[src/rtl/core/dq_pkg.sv]
// Shared types and constants for the double-ended queue.
// Holds the request/result payload structs and the controller command struct.
// No dependencies.
`default_nettype none

package dq_pkg;

  // Store geometry
  localparam int DEPTH  = 16;
  localparam int ELEM_W = 32;
  localparam int IDX_W  = $clog2(DEPTH);
  localparam int CNT_W  = $clog2(DEPTH + 1);

  // Request codes
  typedef enum logic [1:0] {
    OP_PUSH_FRONT = 2'd0,
    OP_PUSH_BACK  = 2'd1,
    OP_POP_FRONT  = 2'd2,
    OP_POP_BACK   = 2'd3
  } op_t;

  // Result status codes
  typedef enum logic [1:0] {
    ST_OK    = 2'd0,
    ST_FULL  = 2'd1,
    ST_EMPTY = 2'd2
  } status_t;

  // Request transaction
  typedef struct packed {
    op_t                       operation;
    logic signed [ELEM_W-1:0]  push_value;
  } in_t;

  // Result transaction
  typedef struct packed {
    logic signed [ELEM_W-1:0]  popped_value;
    logic [1:0]                status;
    logic                      is_empty;
    logic [CNT_W-1:0]          item_count;
  } out_t;

  // Controller to datapath commands
  typedef struct packed {
    logic accept;  // execute the request on the input bus this cycle
    logic load;    // move the finished result into the output register
  } cmd_t;

endpackage

`default_nettype wire

[src/rtl/core/dq_ctrl.sv]
// Handshake controller for the double-ended queue.
// Sequences accept, execute and result load; depends on dq_pkg.
`default_nettype none

module dq_ctrl
  import dq_pkg::*;
(
  input  wire  clk,
  input  wire  rst_n,
  input  wire  in_valid,
  output logic in_stall,
  output logic out_valid,
  input  wire  out_stall,
  output cmd_t cmd
);

  typedef enum logic {
    S_IDLE,
    S_BUSY
  } state_t;

  state_t state_r, state_nxt;
  logic   stall_r, stall_nxt;
  logic   ovalid_r, ovalid_nxt;
  logic   accept, load, out_free;

  // Output register is free when empty or being taken this cycle
  assign out_free = !ovalid_r || !out_stall;
  assign accept   = (state_r == S_IDLE) && in_valid;
  assign load     = (state_r == S_BUSY) && out_free;

  // Next state and registered outputs
  always_comb begin
    state_nxt  = state_r;
    stall_nxt  = stall_r;
    ovalid_nxt = ovalid_r;
    if (ovalid_r && !out_stall) begin
      ovalid_nxt = 1'b0;
    end
    case (state_r)
      S_IDLE: begin
        if (in_valid) begin
          state_nxt = S_BUSY;
          stall_nxt = 1'b1;
        end
      end
      S_BUSY: begin
        if (out_free) begin
          state_nxt  = S_IDLE;
          stall_nxt  = 1'b0;
          ovalid_nxt = 1'b1;
        end
      end
      default: begin
        state_nxt = S_IDLE;
        stall_nxt = 1'b0;
      end
    endcase
  end

  // Hold state and registered outputs
  always_ff @(posedge clk) begin
    if (!rst_n) begin
      state_r  <= S_IDLE;
      stall_r  <= 1'b0;
      ovalid_r <= 1'b0;
    end else begin
      state_r  <= state_nxt;
      stall_r  <= stall_nxt;
      ovalid_r <= ovalid_nxt;
    end
  end

  assign in_stall   = stall_r;
  assign out_valid  = ovalid_r;
  assign cmd.accept = accept;
  assign cmd.load   = load;

endmodule

`default_nettype wire

[src/rtl/core/dq_dpath.sv]
// Datapath of the double-ended queue: ring store, front pointer, count and
// result register. Driven by dq_ctrl commands; depends on dq_pkg.
`default_nettype none

module dq_dpath
  import dq_pkg::*;
(
  input  wire  clk,
  input  wire  rst_n,
  input  cmd_t cmd,
  input  in_t  in_data,
  output out_t out_data
);

  logic [ELEM_W-1:0] mem [DEPTH];

  logic [IDX_W-1:0]  front_r, front_nxt;
  logic [CNT_W-1:0]  cnt_r, cnt_nxt;
  logic [ELEM_W-1:0] rd_data_r;
  logic              pop_ok_r;
  status_t           status_r, status_nxt;
  out_t              out_r;

  logic              full, empty, wr_en, rd_en;
  logic [IDX_W-1:0]  addr, front_dec, front_inc, back_slot, tail_slot;
  logic [CNT_W:0]    sum_tail, sum_back;

  assign full  = (cnt_r == CNT_W'(DEPTH));
  assign empty = (cnt_r == '0);

  // Ring index arithmetic with explicit wrap
  assign front_dec = (front_r == '0) ? IDX_W'(DEPTH - 1) : front_r - 1'b1;
  assign front_inc = (front_r == IDX_W'(DEPTH - 1)) ? '0 : front_r + 1'b1;
  assign sum_tail  = {{(CNT_W + 1 - IDX_W){1'b0}}, front_r} + {1'b0, cnt_r};
  assign sum_back  = sum_tail - 1'b1;
  assign tail_slot = (sum_tail >= (CNT_W + 1)'(DEPTH)) ?
                     IDX_W'(sum_tail - (CNT_W + 1)'(DEPTH)) : IDX_W'(sum_tail);
  assign back_slot = (sum_back >= (CNT_W + 1)'(DEPTH)) ?
                     IDX_W'(sum_back - (CNT_W + 1)'(DEPTH)) : IDX_W'(sum_back);

  // Decode the request against the current fill
  always_comb begin
    wr_en      = 1'b0;
    rd_en      = 1'b0;
    addr       = front_r;
    front_nxt  = front_r;
    cnt_nxt    = cnt_r;
    status_nxt = ST_OK;
    case (in_data.operation)
      OP_PUSH_FRONT: begin
        if (full) begin
          status_nxt = ST_FULL;
        end else begin
          wr_en     = 1'b1;
          addr      = front_dec;
          front_nxt = front_dec;
          cnt_nxt   = cnt_r + 1'b1;
        end
      end
      OP_PUSH_BACK: begin
        if (full) begin
          status_nxt = ST_FULL;
        end else begin
          wr_en   = 1'b1;
          addr    = tail_slot;
          cnt_nxt = cnt_r + 1'b1;
        end
      end
      OP_POP_FRONT: begin
        if (empty) begin
          status_nxt = ST_EMPTY;
        end else begin
          rd_en     = 1'b1;
          front_nxt = front_inc;
          cnt_nxt   = cnt_r - 1'b1;
        end
      end
      OP_POP_BACK: begin
        if (empty) begin
          status_nxt = ST_EMPTY;
        end else begin
          rd_en   = 1'b1;
          addr    = back_slot;
          cnt_nxt = cnt_r - 1'b1;
        end
      end
      default: begin
        status_nxt = ST_OK;
      end
    endcase
  end

  // Ring store: at most one write or one registered read per request
  always_ff @(posedge clk) begin
    if (cmd.accept && wr_en) begin
      mem[addr] <= in_data.push_value;
    end
    if (cmd.accept && rd_en) begin
      rd_data_r <= mem[addr];
    end
  end

  // Advance pointer and count
  always_ff @(posedge clk) begin
    if (!rst_n) begin
      front_r <= '0;
      cnt_r   <= '0;
    end else if (cmd.accept) begin
      front_r <= front_nxt;
      cnt_r   <= cnt_nxt;
    end
  end

  // Hold per-request status until the result is loaded
  always_ff @(posedge clk) begin
    if (cmd.accept) begin
      status_r <= status_nxt;
      pop_ok_r <= rd_en;
    end
  end

  // Result register
  always_ff @(posedge clk) begin
    if (cmd.load) begin
      out_r.popped_value <= pop_ok_r ? rd_data_r : '0;
      out_r.status       <= status_r;
      out_r.is_empty     <= (cnt_r == '0);
      out_r.item_count   <= cnt_r;
    end
  end

  assign out_data = out_r;

endmodule

`default_nettype wire

[src/rtl/core/double_ended_queue.sv]
// Double-ended queue of signed elements in a 16-entry ring store.
// A request is accepted in S_IDLE; its result is loaded into the output register from
// S_BUSY once that register is free, and out_valid rises with it. No new request is
// accepted until the last result is loaded; stalls on the output hold the controller in S_BUSY.
// Reset (rst_n low, synchronous) empties the queue; store contents stay undefined.
// Depends on dq_pkg, dq_ctrl and dq_dpath.
`default_nettype none

module double_ended_queue
  import dq_pkg::*;
(
  input  wire  clk,
  input  wire  rst_n,
  input  wire  in_valid,
  output logic in_stall,
  input  in_t  in_data,
  output logic out_valid,
  input  wire  out_stall,
  output out_t out_data
);

  cmd_t cmd;

  // Handshake sequencing
  dq_ctrl u_ctrl (
    .clk       (clk),
    .rst_n     (rst_n),
    .in_valid  (in_valid),
    .in_stall  (in_stall),
    .out_valid (out_valid),
    .out_stall (out_stall),
    .cmd       (cmd)
  );

  // Store, pointers and result register
  dq_dpath u_dpath (
    .clk      (clk),
    .rst_n    (rst_n),
    .cmd      (cmd),
    .in_data  (in_data),
    .out_data (out_data)
  );

endmodule

`default_nettype wire
[config.mk]
export PLATFORM = sky130hd
export DESIGN_NAME = double_ended_queue
export DESIGN_NICKNAME = d
export VERILOG_FILES = /design/src/rtl/core/dq_pkg.sv /design/src/rtl/core/dq_ctrl.sv /design/src/rtl/core/dq_dpath.sv /design/src/rtl/core/double_ended_queue.sv
export SDC_FILE = /design/constraint.sdc
export NUM_CORES = 1
export LEC_CHECK = 0
export BUFFER_PORTS_ARGS = -buffer_cell sky130_fd_sc_hd__buf_2
export CORE_MARGIN = 1.5
export CORE_UTILIZATION = 66
export DETAILED_ROUTE_END_ITERATION = 16
export GPL_TIMING_DRIVEN = 0
export PLACE_DENSITY_LB_ADDON = 0.12
export SYNTH_ARGS = -nofsm -noshare
export SYNTH_HDL_FRONTEND = slang
export SYNTH_SLANG_ARGS = --single-unit
[constraint.sdc]
create_clock -name clk -period 19.2 [get_ports clk]
set_clock_uncertainty 0.05 [all_clocks]
set_input_delay 2.88 -clock clk [delete_from_list [all_inputs] [get_ports clk]]
set_output_delay 2.88 -clock clk [all_outputs]
set_load 0.1 [all_outputs]
==> impl_metrics.py, run 1 <==
metrics = {
    "synth": {
        "synth_edf_count": 587,
        "ys_seq_area_share_pct": 76.76,
        "async_flop_share_pct": 0,
        "synth_nets": 1123,
        "synth_warnings": 0,
        "avgSynthCellArea_um2": 21.67,
        "yosysUniqueCellTypes": 46,
        "synth_area_um2": 23280,
        "syn_inst": 1074,
        "synth_seq_cells": 599,
        "synth_ff_type": "edfxtp_1",
    },
    "place": {
        "pre_cts_slack_ps": 11990,
        "place_congestion": 0.8411,
        "io_buffers": 79,
        "dpl.hpwl_mm": 30.67,
        "dpl_cell_area_um2": 24900,
    },
    "floorplan": {
        "fp.coreArea_um2": 34630,
        "initial_utilization_pct": 67.22,
        "io_pins": 80,
        "die-width_um": 190.8,
        "die_area_um2": 36400,
        "placementRows": 68,
        "dieHeight_um": 190.8,
    },
    "global_route": {
        "first_global_vias": 11481,
        "antenna_found_initial": 0,
        "groute.usage.overall_pct": 27.52,
        "grt_start_max_net_pins": 24,
        "grt_first_pass_wirelength_mm": 71.92,
        "overflow": 0,
    },
    "critical_path": {
        "end_kind": "flip-flop",
        "crit_arrival_ps": 6920,
        "slowest_stage": "nor3_2",
        "critPathMaxStageDelay_ps": 730,
        "crit_buf_inv": 7,
        "reg2reg_slack_ps": 14040,
        "crit_family": "buffers and inverters",
        "worstPathRequired_ps": 19430,
        "rr_worst_depth": 14,
        "cp.depth": 13,
        "r2r-end": "u_dpath.mem[14][9]$_DFFE_PP_",
        "worst_path_most_repeated_cell": "buf_2",
        "r2r-start": "u_dpath.cnt_r[0]$_SDFFE_PN0P_",
        "cp-start-kind": "input port",
        "critPathMaxFanout": 10,
        "worstPathCellList": "buf_2 -> clkbuf_1 -> clkbuf_1 -> nand2_1 -> nor3_1 -> nor3_1 -> o211ai_1 -> buf_2 -> buf_2 -> nand2_1 -> nor3_2 -> buf_4 -> buf_6",
        "path_class": "input port to flip-flop",
    },
    "sta": {
        "period_minus_slack_ps": 6686,
        "setup_viol": 0,
        "worst_slew_pin_slew_ps": 1035,
        "period_share_pct": 34.82,
        "finalHoldViolations": 0,
        "max_freq_mhz": 149.6,
        "whs_ps": 369.5,
        "relSlewSlack_pct": 30.97,
        "fin_tns_setup_ps": 0,
        "rsz0062_at_grt": "false",
        "final_max_slew_viol_count": 0,
        "setup_slack_ps": 12510,
    },
    "final_layout": {
        "fin_area_um2": 26720,
        "layout_common_cells": "edfxtp_1, mux4_2, buf_2, mux2i_1, clkbuf_16",
        "nets": 1308,
        "postLayoutCoreUtil_pct": 77.16,
        "layout_commonest_cell": "edfxtp_1",
        "multi_input_area_um2": 5177,
        "regArea_um2": 17870,
        "syn2layout_area_growth_pct": 14.79,
        "drive_gt1_share_pct": 29.78,
        "fillers": 1839,
    },
    "drt": {
        "drt-initial-drc-count": 1074,
        "post_drt_wl_per_cell_um": 27.46,
        "drc": 0,
        "ant_nets": 0,
        "routed-via-count": 11335,
        "drt-total-wl_mm": 48.30,
        "via_per_inst": 6.444,
        "first_pass_iters": 5,
    },
    "power": {
        "power.density_nw_per_um2": 126.2,
        "ir_drop_mv": 0.08586,
        "p_leak_nw": 9.159,
    },
    "cts": {
        "cts_buffers": 58,
        "cts_hold_buf": 0,
        "clk_latency_ps": 590,
        "clockBufferDepth": 3,
        "htree_num_levels": 2,
        "post_cts_buffers": 0,
        "cts_root_buf": "clkbuf_16",
        "clkSinkCount": 599,
        "cts_resized": 0,
        "path_clk_slew_ps": 60,
        "cts_tree": "built",
    },
    "min_path": {
        "hold_end": "u_dpath.out_data[6]$_DFFE_PP_",
        "hold_path_class": "flip-flop to flip-flop",
        "hp-start": "u_dpath.status_r[0]$_SDFFCE_PN0P_",
        "hold-path-cell-count": 0,
    },
    "status": {
        "status": "finished clean",
    },
    "job": {
        "maxCapViolations": 0,
    },
}
-- final cells by class --
cell class	count	area share, %
repair buffers	125	3.526
clock buffers	77	5.774
well taps	455	2.131
diodes	1	0.009365
plain buffers	54	1.119
flip-flops and latches	599	66.87
inverters	13	0.1826
clock inverters	27	1.011
multi-input cells	408	19.38
-- stage by stage --
stage / instances / power [mW]
6_report: 1759 / 3.371
5_1_grt: 1758 / 3.482
2_1_floorplan: 1074 / 2.099
3_5_place_dp: 1654 / 2.314
3_3_place_gp: 1608 / 2.281
4_1_cts: 1758 / 3.392
-- cells by family after synthesis --
group / Yosys count / share of synthesized area [%]
xor+xnor: 9 / 0.3978
compound gates: 53 / 1.548
flops: 599 / 76.76
mux: 225 / 16.56
fa+ha+maj: 11 / 0.6558
buf+inv: 67 / 1.494
simple gates: 110 / 2.586
-- cells in the mapped netlist (5+ instances only) --
cell	count	area [um2]
or3_1	5	31.28
edfxtp_1	587	17630
buf_2	29	145.1
a21oi_1	11	55.05
nor2b_1	5	31.28
a21o_1	5	37.54
nand3_1	6	30.03
nand2_1	9	33.78
ha_1	9	112.6
nor3_1	17	85.08
nand2b_1	6	37.54
nor2_1	16	60.06
o21ai_0	12	60.06
dfxtp_1	12	240.2
clkbuf_1	15	56.30
and2_1	36	225.2
inv_1	13	48.80
xnor2_1	5	43.79
mux2i_1	97	970.9
mux4_2	128	2883
buf_6	8	90.09
-- how the worst max path moves through the flow --
stage | end | startpoint | slack (ps)
6_report | u_dpath.mem[14][9]$_DFFE_PP_ | in_data[33] | 12510
5_1_grt | u_dpath.mem[14][9]$_DFFE_PP_ | in_data[33] | 12310
3_5_place_dp | u_dpath.mem[15][16]$_DFFE_PP_ | in_data[33] | 11990
2_1_floorplan | u_dpath.mem[10][0]$_DFFE_PP_ | in_data[33] | 11050
3_3_place_gp | u_dpath.mem[11][14]$_DFFE_PP_ | in_data[33] | 6670
4_1_cts | u_dpath.mem[15][6]$_DFFE_PP_ | in_data[33] | 12560
-- routing by layer --
metal | track usage, % | part of all wire [%] | vias up
met1 | 39.31 | 41 | 5934
met5 | 0 | 0 | -
met4 | 7.299 | 2.2 | 0
met2 | 45.50 | 50 | 504
met3 | 3.993 | 6.7 | 81
li1 | - | - | 4816
-- worst register-to-register path, delay by kind of cell (launching register included) --
kind                       cells  cell delay [ps]
AOI/OAI and AO/OA              2              570
adders and majority gates      3             1130
buffers and inverters          5             1370
DFF                            1              410
and+or+nand+nor                4             1330
-- state kept, by name, indices dropped and copies added, names as in the netlist --
name / flops
u_ctrl.in_stall: 1
u_ctrl.out_valid: 1
u_ctrl.state_r: 1
u_dpath.cnt_r: 5
u_dpath.front_r: 4
u_dpath.mem: 512
u_dpath.out_data: 40
u_dpath.pop_ok_r: 1
u_dpath.rd_data_r: 32
u_dpath.status_r: 2
-- report_power, final --
part | switching [mW] | internal [mW] | total, mW
registers | 0.0176 | 1.51 | 1.53
clock network | 0.452 | 0.629 | 1.08
logic | 0.441 | 0.320 | 0.762
total | 0.911 | 2.46 | 3.37
(Power assumes the default switching activity.)
==> run 2: changes to the inputs <==
--- a/config.mk
+++ b/config.mk
@@ -7,7 +7,7 @@
 export LEC_CHECK = 0
 export BUFFER_PORTS_ARGS = -buffer_cell sky130_fd_sc_hd__buf_2
 export CORE_MARGIN = 1.5
-export CORE_UTILIZATION = 66
+export CORE_UTILIZATION = 56
 export DETAILED_ROUTE_END_ITERATION = 16
 export GPL_TIMING_DRIVEN = 0
 export PLACE_DENSITY_LB_ADDON = 0.12
==> constraint.sdc (replaced) <==
create_clock -name clk -period 5.9 [get_ports clk]
set_clock_uncertainty 0.05 [all_clocks]
set_input_delay 0.885 -clock clk [delete_from_list [all_inputs] [get_ports clk]]
set_output_delay 0.885 -clock clk [all_outputs]
set_load 0.1 [all_outputs]
==> impl_metrics.py, run 2 (synthesis gave the netlist of run 1 again) <==
metrics = {
    "status": {
        "status": "finished clean",
    },
    "cts": {
        "cts_hold_buf": 0,
        "clk_latency_ps": 620,
        "cts_buffers": 58,
        "clockBufferDepth": 3,
        "cts_root_buf": "clkbuf_16",
        "cts_tree": "built",
        "path_clk_slew_ps": 60,
        "clkSinkCount": 599,
        "htree_num_levels": 2,
        "post_cts_buffers": 0,
        "cts_resized": 0,
    },
    "sta": {
        "period_minus_slack_ps": 5271,
        "max_freq_mhz": 189.7,
        "finalHoldViolations": 0,
        "relSlewSlack_pct": 30.85,
        "worst_slew_pin_slew_ps": 1032,
        "rsz0062_at_grt": "false",
        "setup_viol": 0,
        "final_max_slew_viol_count": 0,
        "period_share_pct": 89.35,
    },
    "drt": {
        "first_pass_iters": 6,
        "routed-via-count": 11058,
        "drt-total-wl_mm": 47.61,
        "drc": 0,
        "drt-initial-drc-count": 908,
        "ant_nets": 0,
        "via_per_inst": 6.039,
        "post_drt_wl_per_cell_um": 26.00,
    },
    "final_layout": {
        "fillers": 2781,
        "stdcell_count": 1831,
        "fin_area_um2": 26780,
        "syn2layout_area_growth_pct": 15.05,
        "layout_commonest_cell": "edfxtp_1",
        "antenna_cells": 0,
        "layout_common_cells": "edfxtp_1, mux4_2, buf_2, mux2i_1, clkbuf_16",
        "regMostFlops": "u_dpath.mem",
        "regArea_um2": 17870,
        "drive_gt1_share_pct": 29.64,
        "nets": 1307,
        "largest_reg_flops": 512,
        "multi_input_area_um2": 5177,
    },
    "critical_path": {
        "worstPathRequired_ps": 6150,
        "rr_worst_depth": 14,
        "crit_arrival_ps": 5520,
        "end_kind": "flip-flop",
        "cp-start-kind": "flip-flop",
        "reg2reg_slack_ps": 630,
        "critPathMaxFanout": 10,
        "path_class": "flip-flop to flip-flop",
    },
    "global_route": {
        "grt_start_max_net_pins": 24,
        "overflow": 0,
        "groute.usage.overall_pct": 23.18,
        "antenna_found_initial": 1,
        "grt_first_pass_wirelength_mm": 70.69,
        "first_global_vias": 11336,
    },
    "floorplan": {
        "dieHeight_um": 206.9,
        "initial_utilization_pct": 56.88,
        "io_pins": 80,
        "placementRows": 74,
        "fp.coreArea_um2": 40920,
        "die_area_um2": 42800,
        "die-width_um": 206.9,
    },
    "min_path": {
        "hold_path_class": "flip-flop to flip-flop",
        "hold-path-cell-count": 0,
    },
    "job": {
        "maxCapViolations": 0,
    },
    "place": {
        "dpl.hpwl_mm": 30.61,
        "dpl_cell_area_um2": 25000,
        "place_congestion": 0.8263,
        "dp_cells": 1730,
        "io_buffers": 79,
    },
    "power": {
        "total_power_mw": 10.95,
        "ir_drop_mv": 0.2581,
        "power.density_nw_per_um2": 408.8,
        "p_leak_nw": 9.128,
    },
}
[run 2: changes by cell type in the layout (fill, tap and decap cells not counted)]
cell        change
clkinv_4        -1
clkinvlp_4      +2
clkbuf_1        -4
buf_16          -2
buf_12          +2
buf_6           +5
clkbuf_8        -2
diode_2         -1
clkinv_1        +3
buf_4           -6
clkinv_2        -1
[run 2: worst paths after layout]
kind	from	to
worst max-delay path	u_dpath.cnt_r[0]$_SDFFE_PN0P_	u_dpath.mem[6][4]$_DFFE_PP_
worst min-delay path	u_dpath.status_r[0]$_SDFFCE_PN0P_	u_dpath.out_data[6]$_DFFE_PP_
worst max register to register	u_dpath.cnt_r[0]$_SDFFE_PN0P_	u_dpath.mem[6][4]$_DFFE_PP_
worst min register to register	u_dpath.status_r[0]$_SDFFCE_PN0P_	u_dpath.out_data[6]$_DFFE_PP_
[run 2: metrics by stage]
stage / utilization, % / TNS (ps) / worst slack [ps] / hold WS [ps]
final: 65.44 / 0 / 628.5 / 371.5
after global routing: 65.44 / 0 / 341.3 / 376.9
after CTS: 65.44 / 0 / 573.9 / 370.8
after detailed placement: 61.08 / 0 / 484.6 / 357.2
after global placement: 59.47 / -1205930 / -4764 / 360.5
after floorplan: - / -21930 / -342.6 / 350.3
[run 2: report_power, final]
| group | internal [mW] | total [mW] | switching [mW] |
|---|---|---|---|
| clock | 2.01 | 3.52 | 1.51 |
| combinational | 1.04 | 2.46 | 1.42 |
| sequential | 4.92 | 4.97 | 0.0536 |
[run 2: routing by layer]
metal	GRT usage, %	vias to the layer above	part of all wire (%)
met5	0	-	0
met4	6.346	0	1.9
met3	3.595	69	5.5
met2	37.65	342	49
met1	33.27	5828	44
li1	-	4819	-
[run 2: layout make-up]
class / instances / share of cell area, %
inverters: 13 / 0.1822
flip-flops and latches: 599 / 66.72
clock buffers: 71 / 5.602
plain buffers: 54 / 1.117
multi-input cells: 408 / 19.33
clock inverters: 30 / 1.056
repair buffers: 124 / 3.504
well taps: 532 / 2.486
[run 2: critical path, stage by stage, from the launching register on]
cell      delay, ps
dfxtp_1         410
ha_1            280
fa_1            530
inv_1            70
ha_1            310
nand2b_1        150
a21oi_1         120
nor3_1           80
o211ai_1        480
buf_2           400
buf_2           390
nand2_1         330
nor3_2          860
buf_6           290
buf_6           190
